File: src/rtl/sktbs_pkg.sv
package sktbs_pkg;

   // Fixed field widths of the item and result beats.
   localparam int WORD_W     = 64;
   localparam int ENTRY_IN_W = 10;
   localparam int WSEL_IN_W  = 3;
   localparam int MATCH_W    = 10;
   localparam int COUNT_W    = 11;
   localparam int CSR_DATA_W = 32;
   localparam int CSR_ADDR_W = 2;

   // Command codes on the item channel.
   localparam logic CMD_WRITE  = 1'b0;
   localparam logic CMD_LOOKUP = 1'b1;

   // Register byte addresses.
   localparam logic [CSR_ADDR_W-1:0] REG_ENTRY_COUNT = 2'd0;

   typedef enum logic [3:0] {
      ST_IDLE    = 4'b0001,
      ST_PROBE   = 4'b0010,
      ST_COMPARE = 4'b0100,
      ST_DONE    = 4'b1000
   } search_state_type;

   typedef struct packed {
      logic               found;
      logic [MATCH_W-1:0] match_index;
   } result_type;

endpackage

File: src/rtl/sktbs_probe_regs.sv
module sktbs_probe_regs #(
   parameter int KEY_WORDS = 5,
   parameter int IDX_W     = 3
) (
   input  logic                         clock,
   input  logic                         reset,
   input  logic                         wr_en,
   input  logic [IDX_W-1:0]             wr_sel,
   input  logic [sktbs_pkg::WORD_W-1:0] wr_data,
   input  logic [IDX_W-1:0]             rd_sel,
   output logic [sktbs_pkg::WORD_W-1:0] rd_data
);

   logic [sktbs_pkg::WORD_W-1:0] probe_ff [KEY_WORDS];

   always_ff @(posedge clock) begin
      if (reset) begin
         for (int i = 0; i < KEY_WORDS; i++) begin
            probe_ff[i] <= '0;
         end
      end else if (wr_en) begin
         probe_ff[wr_sel] <= wr_data;
      end
   end

   // The selector only ever holds values below KEY_WORDS.
   assign rd_data = probe_ff[rd_sel];

endmodule

File: config.mk
export PLATFORM = sky130hd
export DESIGN_NAME = sktbs_probe_regs
export DESIGN_NICKNAME = d
export VERILOG_FILES = /design/src/rtl/sktbs_pkg.sv /design/src/rtl/sktbs_probe_regs.sv
export SDC_FILE = /design/constraint.sdc
export NUM_CORES = 1
export LEC_CHECK = 0
export BUFFER_PORTS_ARGS = -buffer_cell sky130_fd_sc_hd__buf_4
export CORE_MARGIN = 4
export CORE_UTILIZATION = 60
export CTS_CLUSTER_SIZE = 14
export DETAILED_ROUTE_END_ITERATION = 10
export HOLD_SLACK_MARGIN = 0.12
export PLACE_DENSITY = 0.79
export SYNTH_ARGS = -nofsm -noshare
export SYNTH_HDL_FRONTEND = slang
export SYNTH_SLANG_ARGS = --single-unit
File: constraint.sdc
create_clock -name clock -period 6.7 [get_ports clock]
set_clock_uncertainty 0.1 [all_clocks]
set_input_delay 1.005 -clock clock [delete_from_list [all_inputs] [get_ports clock]]
set_output_delay 1.005 -clock clock [all_outputs]
set_load 0.05 [all_outputs]
==> key figures, run 1 <==
STA
  – Hold violation count in the final report: 0
  – Hold Slack: approximately 0.54 ns
  – Post-layout min period: 4.401 ns
  – Setup repair after global routing missed its margin: no
  – Tcrit/Tclk final: 65.69%
  – Setup Viol. Count Final: 0
  – Final Max Slew Viols: 0
  – Worst-margin pin slew: 1.142 ns
  – Fmax: 227.2 MHz
  – Setup_tns: 0 ns
  – Worst slew margin: roughly a quarter

Routing
  – Via count: around 12000
  – Wire length per cell: about 26 um
  – Router iterations before antenna repair: 5
  – DRT iter0 DRCs: about 1200
  – Post-route DRC: 0
  – Antenna viol nets, final: 0
  – Via density: approximately 6.5
  – Final wirelength: roughly 48 mm

Power
  – Leak: slightly below 8 nW
  – Clock Power Share: between 30% and 40%
  – Sw Ratio: a little under a quarter
  – Peak supply drop: approximately 0.00027 V
  – Final total power: around 7.2 mW
  – Psw: between 1.5 and 2 mW
  – Power share of the combinational group: approximately a tenth
  – Internal Power: approximately 5.5 mW
  – Pwr Density: around 290 nW/um^2
  – Seq pwr share: 51.9%

Logic synthesis
  – Synth cell types: 17
  – Yosys reg bits: 512
  – Yosys top cell by area: edfxtp_1
  – Mapped Cells: around 1200
  – Number of flops mapped to enable cells by yosys: around 500
  – Async S/R FF share, synth: 0%
  – Syn Nets: between 1000 and 1500
  – Ys flop type: edfxtp_1
  – Top-count cell post-synth: edfxtp_1
  – Sequential share of the synthesized area: a little under three quarters
  – Most common library cells after synthesis: edfxtp_1, nor3_1, mux4_2
  – Top cells by area, synth: edfxtp_1, mux4_2, nor3_1
  – Post-synthesis cell area: 21430 sq um
  – Syn. warnings: 0
  – Average size of a mapped cell: between 15 and 20 sq um
  – Top-area cell type share of the netlist area: between 70 and 80%

Outcome
  – Status: finished, final reports clean

Finish
  – Largest register FFs: ~500
  – Area growth from synthesis to layout: 13.65%
  – Layout Nets: between 1000 and 1500
  – Finished Core Util: between 60% and 70%
  – Multi-input logic area: between 5000 and 6000 sq um
  – Register Area: roughly 15000 sq um
  – Top reg by flops: probe_ff
  – Layout cells sized above 1: a little under a third
  – Top Registers: probe_ff: 512 flops
  – Fill count: around 2200
  – # diodes: 0

Hold path
  – Min-delay worst type: input port to flip-flop
  – Hold Path Origin: wr_data[32]
  – Depth of the worst hold-timing path: 1

Die
  – Die width: about 200 um
  – Top-level I/O count: 137
  – CORE AREA: 34880 sq um
  – Die area: about 39000 sq um
  – Die height: between 150 and 200 um
  – Initial Util: between 60% and 70%
  – Cell row count: between 60 and 70

GRT
  – Global-route wire length before repair: around 73 mm
  – GRT Total Usage: about a quarter
  – Antenna violations before repair: 2
  – Vias in the first global route: 12140
  – GRT overflow: 0
  – Largest net degree at the start of global routing: roughly 130

Job
  – Max-cap violation count: 0

Placed design
  – Routability Congestion: approximately 0.77
  – PortBufs: around 140
  – Dpl hpwl: 25.00 mm

Setup path
  – Setup crit start: rd_sel[0]
  – Crit path arrival time: around 3.3 ns
  – Req. time, crit path: 5.59 ns
  – Crit end category: output pin
  – CP max FO: 84
  – Kind of critical path: input port to output pin
  – Startpoint type of the worst setup path: input port

CTS
  – Clock sink count: between 500 and 600
  – Post-CTS Setup Inserts: 0
  – Root Driver: clkbuf_16
  – Reg clk slew, reported paths: about 0.06 ns
  – H-tree depth: 2
  – CTS tree: yes
  – Maximum root-to-sink buffer count: 3
  – Hold buffers post-CTS: 0
  – Post-CTS sizing: 0
  – CTS Buf Count: 49
## power by group through the flow
stage	combinational [mW]	clock [mW]	sequential, mW
2_1_floorplan	0.518	0	3.77
3_3_place_gp	0.749	0	3.77
3_5_place_dp	0.755	0	3.78
4_1_cts	0.759	2.72	3.72
5_1_grt	0.795	2.86	3.73
6_report	0.753	2.69	3.72
## critical path, stage by stage
cell and delay [ns]:
buf_8 0.70, buf_4 0.44, mux4_2 0.55, mux2_2 0.33
buf_4 0.20
## placed cells by master, fill, tap and decap left out, types with 2 or more instances in the layout
cell type,n
nor2_4,3
clkinv_2,5
bufinv_16,5
clkinv_1,13
clkbuf_1,11
inv_1,64
buf_4,157
edfxtp_1,512
o21bai_4,5
nor3_1,320
nand2b_4,2
mux2_2,64
mux4_2,128
clkbuf_16,51
## area by class of cell
cell class	count	share of cell area, %
clock inverters	24	0.9557
inverters	64	0.9865
flip-flops and latches	512	63.14
repair buffers	160	5.030
multi-input cells	526	22.14
well taps	455	2.338
clock buffers	62	5.411
## routing by layer
metal | track usage [%] | up-vias | routed length (um)
met2 | 40.02 | 537 | 23850
met4 | 6.240 | 4 | 896
met5 | 0 | - | 32
met3 | 5.368 | 81 | 4153
met1 | 35.22 | 6000 | 18580
li1 | - | 5038 | -
## cells by family (layout without fill, tap and decap cells)
family                 after synthesis  in the layout  synth area share, %
muxes                              192            192                16.82
AOI/OAI and AO/OA                    5              5               0.1752
DFF                                512            512                71.76
buffers and inverters              171            310                3.539
and+or+nand+nor                    329            329                7.709
## stage by stage
step	instance area [sq um]	worst slack (ns)	cells
after floorplan	21430	1.248	1209
after global placement	22800	2.274	1717
after detailed placement	22800	2.250	1717
after CTS	24350	2.240	1803
after global routing	24350	2.075	1803
final	24350	2.299	1803
## final timing paths
path / end / slack (ns)
worst max-delay path: rd_data[1] / 2.30
worst min-delay path: probe_ff[5][32]$_DFFE_PP_ / 0.54
Note: power is estimated with default switching activity, not from simulation.
==> run 2, diff against run 1 <==
- clock period: 6.7 -> 4.4 ns (I/O delays scaled with it)
==> run 2 against run 1 <==
Net effect: critical endpoint is now rd_data[13]; sequential power grew 52%; cell area grew 0.33%; global-route usage shrank 0.070 points; via count shrank 0.27%; critical path type unchanged; worst hold slack lost 0.34 ns; combinational power grew 54%; die area is the same.
==> key figures, run 2 (synthesis results as in run 1) <==
Outcome
  – Status: finished, final reports clean

Setup path
  – Kind of critical path: input port to output pin
  – Crit path arrival time: ~2.5 ns
  – WP buf/inv: 3
  – Worst-path cell chain: buf_8 > buf_12 > mux4_2 > mux2_2 > buf_4
  – Critical path's slowest cell: mux4_2
  – Cell family with most CP delay: buffers and inverters
  – Crit end category: output pin
  – CP max FO: between 40 and 50
  – Startpoint type of the worst setup path: input port
  – Req. time, crit path: between 3 and 4 ns
  – Largest stage delay, worst path: about 0.54 ns

Finish
  – Finished Layout Cells: ~1800
  – Fill count: about 2200
  – Layout cells sized above 1: between 30% and 40%
  – Top Registers: probe_ff: 512 flops
  – Largest register FFs: between 500 and 600
  – Layout Nets: 1396
  – Most frequent cells in the layout: edfxtp_1, nor3_1, buf_4
  – Top reg by flops: probe_ff
  – Design area: between 20000 and 25000 sq um
  – Area growth from synthesis to layout: 14.03%
  – Commonest non-fill, non-tap cell in the layout: edfxtp_1

Placed design
  – Area after DPL: 22980 sq um
  – Post-Place Cells: roughly 1700
  – PortBufs: approximately 140
  – Routability Congestion: between 0.7 and 0.8
  – Dpl hpwl: ~26 mm

Power
  – Leak: 7.973 nW
  – Sw Ratio: a little under a quarter
  – Internal Power: approximately 8.2 mW
  – Pwr Density: around 440 nW/um^2
  – Seq pwr share: 53.0%
  – Power share of the combinational group: a little over a tenth
  – Psw: 2.493 mW
  – Clock Power Share: approximately 36%
  – Peak supply drop: 0.0003476 V

GRT
  – Antenna violations before repair: 1
  – GR peak layer: met2
  – Met1 Use GR: between 30% and 40%
  – Largest net degree at the start of global routing: about 150
  – Met3 Usage GRT: ~4.7%
  – GRT Total Usage: between 20% and 30%
  – M2 GR Usage: roughly 40%
  – Global-route wire length before repair: between 70 and 80 mm
  – Vias in the first global route: 12234
  – GRT overflow: 0

Job
  – Max-cap violation count: 0

Die
  – Cell row count: between 60 and 70
  – Die width: ~200 um
  – Initial Util: approximately 61%
  – Top-level I/O count: around 140
  – CORE AREA: 34880 sq um
  – Die area: about 39000 sq um
  – Die height: 197.0 um

Hold path
  – Depth of the worst hold-timing path: 1
  – Min-delay worst type: input port to flip-flop
  – Hold Path Origin: wr_data[28]
  – Worst Hold End: probe_ff[5][28]$_DFFE_PP_

CTS
  – Maximum root-to-sink buffer count: 3
  – H-tree depth: 2
  – Post-CTS sizing: 0
  – Clock sink count: between 500 and 600
  – Root Driver: clkbuf_16
  – Reg clk slew, reported paths: 0.06 ns
  – Hold buffers post-CTS: 0
  – CTS Buf Count: 49
  – CTS tree: yes
  – Post-CTS Setup Inserts: 0

Routing
  – Via count: 11628
  – Post-route DRC: 0
  – Wire length per cell: between 20 and 30 um
  – Final wirelength: 47.11 mm
  – Router iterations before antenna repair: 5
  – Antenna viol nets, final: 0
  – DRT iter0 DRCs: 1257
  – Via density: about 6.4

STA
  – Setup repair after global routing missed its margin: no
  – Final Max Slew Viols: 0
  – Post-layout min period: approximately 3.3 ns
  – Tcrit/Tclk final: between 70% and 80%
  – Fmax: a little over 300 MHz
  – Hold violation count in the final report: 0
  – Worst-margin pin slew: ~1.2 ns
  – Hold Slack: between 0.2 and 0.25 ns
  – Worst slew margin: between 20% and 30%
  – Setup Viol. Count Final: 0
## run 2: changes by cell type in the layout (fill, tap and decap cells not counted), sizes merged
cell | previous run | this run
diode | 0 | 1
buf | 160 | 170
bufinv | 5 | 1
clkinv | 18 | 23
clkbuf | 62 | 61
## run 2: worst max path at each step
stage | from | endpoint | slack (ns) | depth (start not counted)
detailed placement | rd_sel[0] | rd_data[45] | 1.08 | 5
CTS | rd_sel[0] | rd_data[45] | 1.07 | 5
global route | rd_sel[0] | rd_data[18] | 0.97 | 5
finish | rd_sel[0] | rd_data[13] | 1.11 | 5
global placement | rd_sel[0] | rd_data[37] | 1.09 | 5
floorplan | wr_sel[1] | probe_ff[0][0]$_SDFFCE_PN0P_ | -0.71 | 5
## run 2: routing by layer
layer	part of all wire (%)	wire length, um
met1	39	18470
met4	1.9	873
met5	0	0
met3	9.0	4224
met2	50	23540
## run 2: per-stage QoR
step	util [%]	setup slack (ns)	TNS, ns	total power, mW
floorplan	-	-0.7069	-240.53	6.535
global placement	65.86	1.090	0	6.898
detailed placement	65.86	1.077	0	6.924
CTS	70.03	1.071	0	10.73
global route	70.04	0.9707	0	11.03
finish	70.04	1.112	0	10.67
## run 2: area by class of cell
type | instances | area (sq um) | share of cell area [%]
flip-flops and latches | 512 | 15370 | 62.93
multi-input cells | 526 | 5391 | 22.07
repair buffers | 170 | 1400 | 5.731
clock buffers | 61 | 1314 | 5.377
well taps | 455 | 569.3 | 2.330
inverters | 64 | 240.2 | 0.9833
clock inverters | 25 | 138.9 | 0.5685
diodes | 1 | 2.502 | 0.01024
## run 2: power by group through the flow
stage	combinational (mW)	sequential [mW]	clock, mW
2_1_floorplan	0.789	5.75	0
3_3_place_gp	1.16	5.74	0
3_5_place_dp	1.17	5.76	0
4_1_cts	1.17	5.65	3.90
5_1_grt	1.23	5.67	4.13
6_report	1.16	5.65	3.86
