`config.mk`:
```
export PLATFORM = sky130hd
export DESIGN_NAME = sktbs_search_ctrl
export DESIGN_NICKNAME = d
export VERILOG_FILES = /design/src/rtl/sktbs_pkg.sv /design/src/rtl/sktbs_search_ctrl.sv
export SDC_FILE = /design/constraint.sdc
export NUM_CORES = 1
export LEC_CHECK = 0
export BUFFER_PORTS_ARGS = -buffer_cell sky130_fd_sc_hd__buf_2
export CORE_ASPECT_RATIO = 1.25
export CORE_MARGIN = 5
export CORE_UTILIZATION = 45
export DETAILED_ROUTE_END_ITERATION = 16
export HOLD_SLACK_MARGIN = 0.03
export PLACE_DENSITY = 0.79
export SLEW_MARGIN = 20
export SYNTH_ARGS = -nofsm -noshare
export SYNTH_HDL_FRONTEND = slang
export SYNTH_SLANG_ARGS = --single-unit
```
`constraint.sdc`:
```
create_clock -name clock -period 4.64 [get_ports clock]
set_clock_uncertainty 0.1 [all_clocks]
set_input_delay 0.696 -clock clock [delete_from_list [all_inputs] [get_ports clock]]
set_output_delay 0.696 -clock clock [all_outputs]
set_load 0.01 [all_outputs]
```
`src/rtl/sktbs_pkg.sv`:
```
package sktbs_pkg;

   // Fixed field widths of the item and result beats.
   localparam int WORD_W     = 64;
   localparam int ENTRY_IN_W = 10;
   localparam int WSEL_IN_W  = 3;
   localparam int MATCH_W    = 10;
   localparam int COUNT_W    = 11;
   localparam int CSR_DATA_W = 32;
   localparam int CSR_ADDR_W = 2;

   // Command codes on the item channel.
   localparam logic CMD_WRITE  = 1'b0;
   localparam logic CMD_LOOKUP = 1'b1;

   // Register byte addresses.
   localparam logic [CSR_ADDR_W-1:0] REG_ENTRY_COUNT = 2'd0;

   typedef enum logic [3:0] {
      ST_IDLE    = 4'b0001,
      ST_PROBE   = 4'b0010,
      ST_COMPARE = 4'b0100,
      ST_DONE    = 4'b1000
   } search_state_type;

   typedef struct packed {
      logic               found;
      logic [MATCH_W-1:0] match_index;
   } result_type;

endpackage

```
`src/rtl/sktbs_search_ctrl.sv`:
```
module sktbs_search_ctrl #(
   parameter int KEY_WORDS     = 5,
   parameter int ENTRY_W       = 10,
   parameter int RANGE_W       = 11,
   parameter int ADDR_W        = 13,
   parameter int IDX_W         = 3
) (
   input  logic                         clock,
   input  logic                         reset,
   input  logic                         start,
   input  logic [RANGE_W-1:0]           count,
   input  logic [sktbs_pkg::WORD_W-1:0] probe_word,
   output logic [IDX_W-1:0]             probe_sel,
   output logic                         rd_en,
   output logic [ADDR_W-1:0]            rd_addr,
   input  logic [sktbs_pkg::WORD_W-1:0] rd_data,
   output logic                         busy,
   output logic                         res_valid,
   output sktbs_pkg::result_type        res,
   input  logic                         res_take
);

   localparam logic [IDX_W-1:0] LAST_WORD = IDX_W'(KEY_WORDS - 1);

   sktbs_pkg::search_state_type state_ff, state_in;
   logic [RANGE_W-1:0]    low_ff, low_in;
   logic [RANGE_W-1:0]    high_ff, high_in;
   logic [ENTRY_W-1:0]    mid_ff, mid_in;
   logic [ADDR_W-1:0]     base_ff, base_in;
   logic [IDX_W-1:0]      widx_ff, widx_in;
   sktbs_pkg::result_type res_ff, res_in;

   logic [RANGE_W:0]   mid_sum;
   logic [ENTRY_W-1:0] mid_now;
   logic [ADDR_W-1:0]  mid_base;
   logic [31:0]        mid_wide;
   logic               probe_lt;
   logic               probe_gt;

   // Middle of low .. high-1, rounded down; only used while low < high.
   assign mid_sum  = {1'b0, low_ff} + {1'b0, high_ff} - (RANGE_W+1)'(1);
   assign mid_now  = ENTRY_W'(mid_sum[RANGE_W:1]);
   assign mid_base = ADDR_W'(32'(mid_now) * KEY_WORDS);
   assign mid_wide = 32'(mid_ff);

   assign probe_lt = probe_word < rd_data;
   assign probe_gt = probe_word > rd_data;

   always_comb begin
      state_in = state_ff;
      low_in   = low_ff;
      high_in  = high_ff;
      mid_in   = mid_ff;
      base_in  = base_ff;
      widx_in  = widx_ff;
      res_in   = res_ff;
      rd_en    = 1'b0;
      rd_addr  = ADDR_W'(base_ff + ADDR_W'(widx_ff) + ADDR_W'(1));
      case (state_ff)
         sktbs_pkg::ST_IDLE: begin
            if (start) begin
               low_in   = '0;
               high_in  = count;
               state_in = sktbs_pkg::ST_PROBE;
            end
         end
         sktbs_pkg::ST_PROBE: begin
            if (low_ff < high_ff) begin
               mid_in   = mid_now;
               base_in  = mid_base;
               widx_in  = '0;
               rd_en    = 1'b1;
               rd_addr  = mid_base;
               state_in = sktbs_pkg::ST_COMPARE;
            end else begin
               res_in.found       = 1'b0;
               res_in.match_index = '0;
               state_in           = sktbs_pkg::ST_DONE;
            end
         end
         sktbs_pkg::ST_COMPARE: begin
            // The next word of the same entry is fetched while this one is compared.
            if (probe_lt) begin
               high_in  = RANGE_W'(mid_ff);
               state_in = sktbs_pkg::ST_PROBE;
            end else if (probe_gt) begin
               low_in   = RANGE_W'(mid_ff) + RANGE_W'(1);
               state_in = sktbs_pkg::ST_PROBE;
            end else if (widx_ff == LAST_WORD) begin
               res_in.found       = 1'b1;
               res_in.match_index = mid_wide[sktbs_pkg::MATCH_W-1:0];
               state_in           = sktbs_pkg::ST_DONE;
            end else begin
               rd_en   = 1'b1;
               widx_in = widx_ff + IDX_W'(1);
            end
         end
         sktbs_pkg::ST_DONE: begin
            if (res_take) begin
               state_in = sktbs_pkg::ST_IDLE;
            end
         end
         default: begin
            state_in = sktbs_pkg::ST_IDLE;
         end
      endcase
   end

   always_ff @(posedge clock) begin
      if (reset) begin
         state_ff <= sktbs_pkg::ST_IDLE;
         low_ff   <= '0;
         high_ff  <= '0;
      end else begin
         state_ff <= state_in;
         low_ff   <= low_in;
         high_ff  <= high_in;
      end
   end

   always_ff @(posedge clock) begin
      mid_ff  <= mid_in;
      base_ff <= base_in;
      widx_ff <= widx_in;
      res_ff  <= res_in;
   end

   assign probe_sel = widx_ff;
   assign busy      = state_ff != sktbs_pkg::ST_IDLE;
   assign res_valid = state_ff == sktbs_pkg::ST_DONE;
   assign res       = res_ff;

endmodule
```
==> results of run 1 <==
## report_power, final
part | internal (mW) | switching, mW
Clock | 0.479 | 0.278
Combinational | 1.29 | 1.18
Sequential | 0.705 | 0.0318
Total | 2.47 | 1.49
## final cells by class
cell class	instances	area, um2
clock buffer	9	225
tap	168	210
inverter	120	465
sequential	61	1580
clock inverter	7	104
fill	1020	4680
multi-input combinational	450	4080
timing repair buffer	221	1260
## synth_stat cells (all sizes together) (4+ instances only)
master and instances:
inv 119, ha 113, nand2 41, a21oi 38
edfxtp 35, dfxtp 26, o21ai 24, nand3 22
a211oi 20, xnor2 19, nor2 18, nand4 17
xor2 17, a211o 11, and2 11, nor3 10
a21o 9, buf 8, o31ai 8, clkbuf 7
a31oi 6, nand2b 6, nor4 5, nor2b 4
or2 4
## worst max-delay path by stage
| stage | start | to | slack, ns | depth (start not counted) |
|---|---|---|---|---|
| 6_report | low_ff[1]$_SDFFE_PP0P_ | rd_addr[12] | -0.33 | 19 |
| 5_1_grt | low_ff[1]$_SDFFE_PP0P_ | rd_addr[11] | -0.46 | 21 |
| 4_1_cts | high_ff[1]$_SDFFE_PP0P_ | rd_addr[11] | -0.25 | 22 |
| 3_5_place_dp | low_ff[1]$_SDFFE_PP0P_ | rd_addr[12] | -0.25 | 20 |
| 3_3_place_gp | low_ff[1]$_SDFFE_PP0P_ | rd_addr[12] | -0.14 | 20 |
| 2_1_floorplan | low_ff[1]$_SDFFE_PP0P_ | rd_addr[12] | 0.05 | 19 |
## metrics by stage
stage,std cells,instance area [um2]
2_1_floorplan,646,5740
3_3_place_gp,1000,6960
3_5_place_dp,1000,6960
4_1_cts,1030,7590
5_1_grt,1036,7920
6_report,1036,7920
## cell families (layout without fill, tap and decap cells)
kind of cell	after synthesis	after routing	share of synthesized area, %
buffers and inverters	135	357	9.44
flip-flops	61	61	27.4
multiplexers	5	5	0.937
AO/OA/AOI/OAI	141	141	16.6
XOR/XNOR	36	36	5.49
adder cells (fa/ha/maj)	116	116	25.7
AND/OR/NAND/NOR	152	152	14.4
## worst reg2reg max path, cell delays in order, from the launching register on
cell     delay (ns)
dfxtp_1        0.34
or4b_2         0.95
inv_1          0.50
a21oi_1        0.13
nor2_1         0.75
nand2_1        0.52
o41ai_1        0.48
## timing repair
item                       4_1_cts  5_1_grt
gates resized for setup         45       43
setup endpoints to repair        6        7
pin swaps                       29       36
setup buffers                   14        6
## layer usage
metal	GRT usage (%)	up-vias	share of wire, %
met1	24.0	2641	39
met5	0	-	0
met3	4.36	69	5.3
met4	7.91	0	4.3
met2	39.8	219	51
li1	-	2722	-
## flip-flops by register name, summed over array words and instances, names as in the netlist
register / cells
base_ff: 11
state_ff: 4
low_ff: 11
res: 11
high_ff: 11
mid_ff: 10
probe_sel: 3
==> results.toml, run 1 <==
[routing]
drc = 0
vias = 5651
drt-initial-drc-count = 336
first_pass_iters = 5
drt_wl_total_um = 18100
drtAntennaViolNets = 0
routedWlPerCell_um = 17.5
via_per_inst = 5.45

[layout]
diodes = 0
layout_common_cells = "buf_2, inv_1, ha_1"
layout_commonest_cell = "buf_2"
area_delta_synth_final_pct = 38.0
drive_above_1_share_pct = 36.5
final_nets = 1122
final_core_util_pct = 62.8

[critical_path]
cp_num_buf_inv = 4
cp-start-kind = "flop"
cp_cell_sequence = "inv_2, ha_4, inv_4, ha_4, inv_2, fa_2, o22ai_4, o21ai_4, o21ai_2, a21oi_2, o21ai_2, xor2_1, ha_1, ha_4, a21boi_2, o311a_1, o21a_1, mux2_2, buf_6"
arrival_ns = 4.17
cp.required_ns = 3.84
crit_family = "compound AO/OA/AOI/OAI gates"
slowest_delay_ns = 0.38
r2r-end = "low_ff[2]$_SDFFE_PP0P_"
r2r_slack_ns = 0.74
cpMostUsedCell = "ha_4"
cp_max_fo = 3
slowest_stage = "fa_2"
end_kind = "output pin"
worstSetupPathType = "flop to output pin"
reg2reg_depth = 6
r2r_start = "state_ff[3]$_SDFFE_PP0P_"

[synthesis]
synth.distinct_cells = 60
synthCells = 646
seq_area_frac_synth_pct = 27.4
synth_area_per_cell_um2 = 8.88
async_flop_share_pct = 0
synth_warnings = 0
synth_edf_count = 35
synth_area_leaders = "ha_1, edfxtp_1, dfxtp_1"
ys.flop_type = "edfxtp_1"
mappedNetlistArea_um2 = 5740
yosysTopAreaCell = "ha_1"
synth_seq_cells = 61
synth_fp_nets = 905
synth_top_area_share_pct = 24.6

[placement]
place_hpwl_um = 12400
place.gp.congestion = 0.900
pre_cts_ws_ns = -0.248
port_buffers = 172

[clock_network]
cts_buffers = 9
hold_buffers = 0
cts.sinks = 61
cts-root-buf = "clkbuf_16"
insertion_delay_ns = 0.34
clock_path_buffers = 2
clkTransAtPathRegs_ns = 0.06
ctsHtreeMaxLevel = 3
cts_tree = "yes"

[worst_hold_path]
hold_path.startpoint = "high_ff[10]$_SDFFE_PP0P_"
hp-class = "flop to flop"
hold-path-endpoint = "high_ff[10]$_SDFFE_PP0P_"
holdPathStages = 2

[floorplanning]
core_area_um2 = 12600
fp.dieH_um = 136
die_width_um = 111
fp-row-count = 46
start_util_pct = 45.5
dieArea_um2 = 15100
ios = 173

[global_route]
grt_start_max_net_pins = 43
antenna_found_initial = 0
grt_use_total_pct = 21.4
grt.overflow.total = 0
grt_pass1_vias = 5468
grt_pass1_wl_um = 26000

[power_and_ir_drop]
p_leak_nw = 3.84
ir_drop_uv = 361
p_total_mw = 3.97
power_density_nw_per_um2 = 501

[timing]
setup_tns_ns = -1.21
setup_viol = 6
slew_viol_final = 0
hold_viol = 0
setup_slack_ns = -0.329
period_needed_ns = 4.97
tightest_slew_ns = 0.948
grt_setup_unrepaired = "yes"
slew_headroom_pct = 36.6
timing.final.crit_share_pct = 107
fmax_ghz = 0.201
holdWs_ns = 0.351

[outcome]
status = "finished with violations"
failed_checks = "setup timing"

[flow_run]
maxCapViolations = 0
Note: power is estimated with default switching activity, not from simulation.
==> run 2: changes to the inputs <==
--- a/config.mk
+++ b/config.mk
@@ -7,3 +7,2 @@
 export LEC_CHECK = 0
-export BUFFER_PORTS_ARGS = -buffer_cell sky130_fd_sc_hd__buf_2
 export CORE_ASPECT_RATIO = 1.25
@@ -11,5 +10,7 @@
 export CORE_UTILIZATION = 45
+export CTS_CLUSTER_SIZE = 30
 export DETAILED_ROUTE_END_ITERATION = 16
+export DONT_BUFFER_PORTS = 1
 export HOLD_SLACK_MARGIN = 0.03
-export PLACE_DENSITY = 0.79
+export PLACE_DENSITY = 0.67
 export SLEW_MARGIN = 20
--- a/constraint.sdc
+++ b/constraint.sdc
@@ -4,2 +4,2 @@
 set_output_delay 0.696 -clock clock [all_outputs]
-set_load 0.01 [all_outputs]
+set_load 0.02 [all_outputs]
==> run 2 against run 1 <==
Effect of this change: the run still ends with setup timing left; sequential power barely moved; combinational power shrank 4%; cell area shrank 14%; register-to-register slack gained 0.04 ns; critical path depth rose by 1; via count shrank 13%; global-route usage shrank 1.6 points; die area did not move; maximum frequency rose by 1.5%; total power is 4.8% lower; largest power group unchanged.
==> results.toml, run 2 (synthesized netlist as in run 1, its figures left out) <==
[clock_network]
hold_buffers = 0
insertion_delay_ns = 0.34
ctsHtreeMaxLevel = 3
cts_buffers = 9
cts_tree = "yes"
cts-root-buf = "clkbuf_16"
clock_path_buffers = 2
clkTransAtPathRegs_ns = 0.06
cts.sinks = 61

[global_route]
grt_pass1_wl_um = 24400
antenna_found_initial = 0
grt_pass1_vias = 5041
grt_use_total_pct = 19.8
grt_start_max_net_pins = 43
grt.overflow.total = 0

[critical_path]
cp_max_fo = 2
end_kind = "output pin"
cp-start-kind = "flop"
arrival_ns = 4.10
cp.required_ns = 3.84
worstSetupPathType = "flop to output pin"

[outcome]
status = "finished with violations"
failed_checks = "setup timing"

[timing]
slew_viol_final = 0
setup_slack_ns = -0.256
period_needed_ns = 4.90
timing.final.crit_share_pct = 106
grt_setup_unrepaired = "yes"
slew_headroom_pct = 47.3
setup_viol = 4
holdWs_ns = 0.322
hold_viol = 0
tightest_slew_ns = 0.782
fmax_ghz = 0.204

[floorplanning]
fp.dieH_um = 136
core_area_um2 = 12600
ios = 173
fp-row-count = 46
dieArea_um2 = 15100
start_util_pct = 45.5
die_width_um = 111

[routing]
drtAntennaViolNets = 0
drc = 0
drt-initial-drc-count = 259
drt_wl_total_um = 15400
vias = 4925
first_pass_iters = 5
routedWlPerCell_um = 18.0
via_per_inst = 5.75

[placement]
port_buffers = 0
dp_cells = 827
place.gp.congestion = 0.994
place_hpwl_um = 12000

[power_and_ir_drop]
power_density_nw_per_um2 = 555
p_total_mw = 3.78
p_leak_nw = 3.10
ir_drop_uv = 407

[layout]
area_delta_synth_final_pct = 18.6
drive_above_1_share_pct = 17.7
final_core_util_pct = 54.0
fin_cells = 857
layout_common_cells = "inv_1, ha_1, buf_4"
layout_commonest_cell = "inv_1"
diodes = 0
final_nets = 943

[worst_hold_path]
hp-class = "primary input to flop"

[flow_run]
maxCapViolations = 0
run 2: cell types whose count changed in the layout (fill, tap and decap cells not counted), moves of 6 or more:
cell	before	now
ha_1	95	103
ha_4	18	9
buf_2	169	0
buf_4	46	40
run 2: area by class of cell:
cell class	instances	area (um2)
multi-input combinational	450	3930
inverter	120	465
fill	1088	5800
sequential	61	1570
timing repair buffer	42	323
tap	168	210
clock buffer	11	264
clock inverter	5	38.8
run 2: through the flow:
step | TNS [ns] | setup WS, ns | instance area (um2)
floorplan | 0 | 0.0176 | 5740
global placement | -0.199 | -0.0843 | 6080
detailed placement | -0.481 | -0.176 | 6080
CTS | -0.824 | -0.302 | 6600
global route | -1.87 | -0.483 | 6810
finish | -0.916 | -0.256 | 6810
run 2: timing repair:
action | 4_1_cts | 5_1_grt
endpoints found under the setup margin | 6 | 7
resized for setup | 35 | 33
setup buffers | 11 | 5
cloned | 0 | 0
pin swaps | 25 | 33
run 2: where the power goes:
group          switching (mW)  total, mW  leakage, nW  internal (mW)
sequential             0.0318      0.737        0.548          0.706
combinational            1.14       2.36         2.40           1.22
clock                   0.265      0.678        0.152          0.413
run 2: worst max-delay path: stages, from the launching register on:
cell,delay (ns)
dfxtp_2,0.33
inv_2,0.05
ha_4,0.23
inv_4,0.06
ha_4,0.13
inv_2,0.04
fa_2,0.39
o22ai_2,0.12
o21ai_2,0.11
xnor2_2,0.15
ha_1,0.33
buf_6,0.13
fa_2,0.39
a21o_1,0.18
a21oi_2,0.19
nand2b_4,0.17
a21boi_4,0.06
nor4_2,0.14
nor2_1,0.09
xor2_1,0.16
mux2_4,0.32
run 2: final timing paths:
check | slack, ns | cells after the start | from | end
min | 0.32 | 1 | reset | high_ff[5]$_SDFFE_PP0P_
max reg2reg | 0.78 | 20 | low_ff[1]$_SDFFE_PP0P_ | base_ff[9]$_DFFE_PP_
min reg2reg | 0.36 | 2 | high_ff[10]$_SDFFE_PP0P_ | high_ff[10]$_SDFFE_PP0P_
max | -0.26 | 20 | low_ff[1]$_SDFFE_PP0P_ | rd_addr[11]
run 2: metal layers:
metal,up-vias,global-route usage [%],share of wire (%)
met5,-,0,0
met4,0,6.76,2.5
met3,33,5.39,5.9
met2,185,36.2,52
met1,2348,22.2,40
li1,2359,-,-
==> run 3: changes to the inputs <==
ABC_AREA = 1   (was unset)
clock period = 4 ns   (was 4.64 ns; I/O delays follow)
==> run 3 against run 2 <==
Effect of this change: the run still ends with setup timing left; via count is 5.9% higher; sequential cell count unchanged; critical path depth up 5; final cell count grew 21%; clock-buffer cell count is 2 lower; global-route usage decreased by 1.1 points; synthesized cell count rose by 24%; first-iteration DRC count decreased by 39%; critical endpoint is now rd_addr[9]; worst hold slack got worse by 0.087 ns.
==> results.toml, run 3 <==
[clock_network]
clkTransAtPathRegs_ns = 0.05
hold_buffers = 0
clock_path_buffers = 2
cts_tree = "yes"
insertion_delay_ns = 0.33
cts-root-buf = "clkbuf_16"
cts.sinks = 61
cts_buffers = 9
ctsHtreeMaxLevel = 3

[synthesis]
synth_top_area_share_pct = 23.8
mappedNetlistArea_um2 = 5940
ys.flop_type = "edfxtp_1"
synth_edf_count = 35
synth.distinct_cells = 47
yosys-top-cells-count = "inv_1, nand2_1, ha_1"
synth_seq_cells = 61
seq_area_frac_synth_pct = 26.4
yosysTopAreaCell = "ha_1"
synth_area_leaders = "ha_1, edfxtp_1, inv_1"
synth_fp_nets = 1060
synth.most_common_cell = "inv_1"
synthCells = 801
synth_area_per_cell_um2 = 7.42
synth_warnings = 0
async_flop_share_pct = 0

[critical_path]
arrival_ns = 3.89
cp_max_fo = 3
cp-start-kind = "flop"
end_kind = "output pin"
cp.required_ns = 3.30
worstSetupPathType = "flop to output pin"

[global_route]
antenna_found_initial = 0
grt_use_met3_pct = 3.85
grt.overflow.total = 0
grt_pass1_vias = 5125
use_met2_pct = 36.8
grt_start_max_net_pins = 36
grt_util_met1_pct = 19.7
busiest_layer = "met2"
grt_pass1_wl_um = 23900
grt_use_total_pct = 18.7

[floorplanning]
dieArea_um2 = 15600
start_util_pct = 45.3
ios = 173
fp-row-count = 47
fp.dieH_um = 138
core_area_um2 = 13100
die_width_um = 113

[timing]
slew_headroom_pct = 50.2
period_needed_ns = 4.59
fmax_ghz = 0.218
slew_viol_final = 0
holdWs_ns = 0.236
hold_viol = 0
setup_slack_ns = -0.592
tightest_slew_ns = 0.747
setup_viol = 7
timing.final.crit_share_pct = 115
setup_tns_ns = -3.15
grt_setup_unrepaired = "yes"

[layout]
fillCellCount = 1202
final_core_util_pct = 55.8
diodes = 0
layout_commonest_cell = "inv_1"
regArea_um2 = 1580
drive_above_1_share_pct = 20.1
area_delta_synth_final_pct = 23.1
final_nets = 1118
layout_common_cells = "inv_1, nand2_1, ha_1"
multi_input_area_um2 = 4080

[placement]
place_hpwl_um = 12200
port_buffers = 0
place.gp.congestion = 0.849

[routing]
vias = 5218
drt_wl_total_um = 15200
via_per_inst = 5.04
drc = 0
first_pass_iters = 4
drt-initial-drc-count = 158
drtAntennaViolNets = 0
routedWlPerCell_um = 14.6

[worst_hold_path]
hp-class = "primary input to flop"

[flow_run]
maxCapViolations = 0

[outcome]
failed_checks = "setup timing"
status = "finished with violations"
## run 3: kinds of logic (layout without fill, tap and decap cells)
group           count (synthesis)  after routing  share of synthesized area [%]
compound gates                130            130                           12.0
xor+xnor                       23             23                           3.39
fa+ha+maj                     116            116                           24.8
buf+inv                       185            248                           12.4
flops                          61             61                           26.4
simple gates                  286            286                           20.9
## run 3: worst paths after layout
kind                            start                       end  slack (ns)  cells after the start
max            low_ff[1]$_SDFFE_PP0P_                rd_addr[9]       -0.59                     25
min                             reset  state_ff[3]$_SDFFE_PP0P_        0.24                      1
max reg2reg    low_ff[1]$_SDFFE_PP0P_     base_ff[11]$_DFFE_PP_        0.27                     25
min reg2reg  high_ff[10]$_SDFFE_PP0P_  high_ff[10]$_SDFFE_PP0P_        0.38                      2
## run 3: final cells by class
cell class	instances	share of cell area (%)
Inverter	173	8.98
Clock buffer	9	3.08
Timing Repair Buffer	59	6.41
Clock inverter	7	1.23
Tap cell	171	2.92
Multi-Input combinational cell	555	55.8
Sequential cell	61	21.5
## run 3: timing repair
| item | CTS | global route |
|---|---|---|
| gates cloned | 0 | 0 |
| pin swaps | 43 | 22 |
| buffers inserted | 11 | 7 |
| setup endpoints to repair | 9 | 9 |
| gates resized for setup | 58 | 29 |
## run 3: per-layer routing
metal  routed length [um]  up-vias
met4                  193        0
met3                  856       14
li1                     -     2698
met5                    0        -
met1                 5820     2369
met2                 8280      137
## run 3: per-stage QoR
stage / std cells / setup WS, ns / area (um2)
after floorplan: 801 / -0.176 / 6040
after global placement: 1007 / -0.256 / 6520
after detailed placement: 1007 / -0.345 / 6520
after CTS: 1031 / -0.507 / 7160
after global routing: 1035 / -0.821 / 7320
final: 1035 / -0.592 / 7320
## run 3: worst max-delay path: stages, from the launching register on
cell and delay (ns):
dfxtp_2 0.34, inv_2 0.05, ha_4 0.23, inv_4 0.06, ha_4 0.16, inv_4 0.04, fa_2 0.34, o21ai_2 0.13
nand2_2 0.07, nand2_2 0.07, nand2_4 0.05, nand2_2 0.05, a21oi_2 0.06, xor2_1 0.15, inv_1 0.10, ha_4 0.25
ha_4 0.23, a21oi_2 0.13, nand2_2 0.07, a21o_1 0.17, a21oi_2 0.18, buf_4 0.13, buf_4 0.12, xor2_4 0.17
nand2_2 0.09, o21ai_4 0.10
Power of run 3 is not shown: default switching activity piles up to over one toggle a cycle in this logic, so the estimate is an artifact.
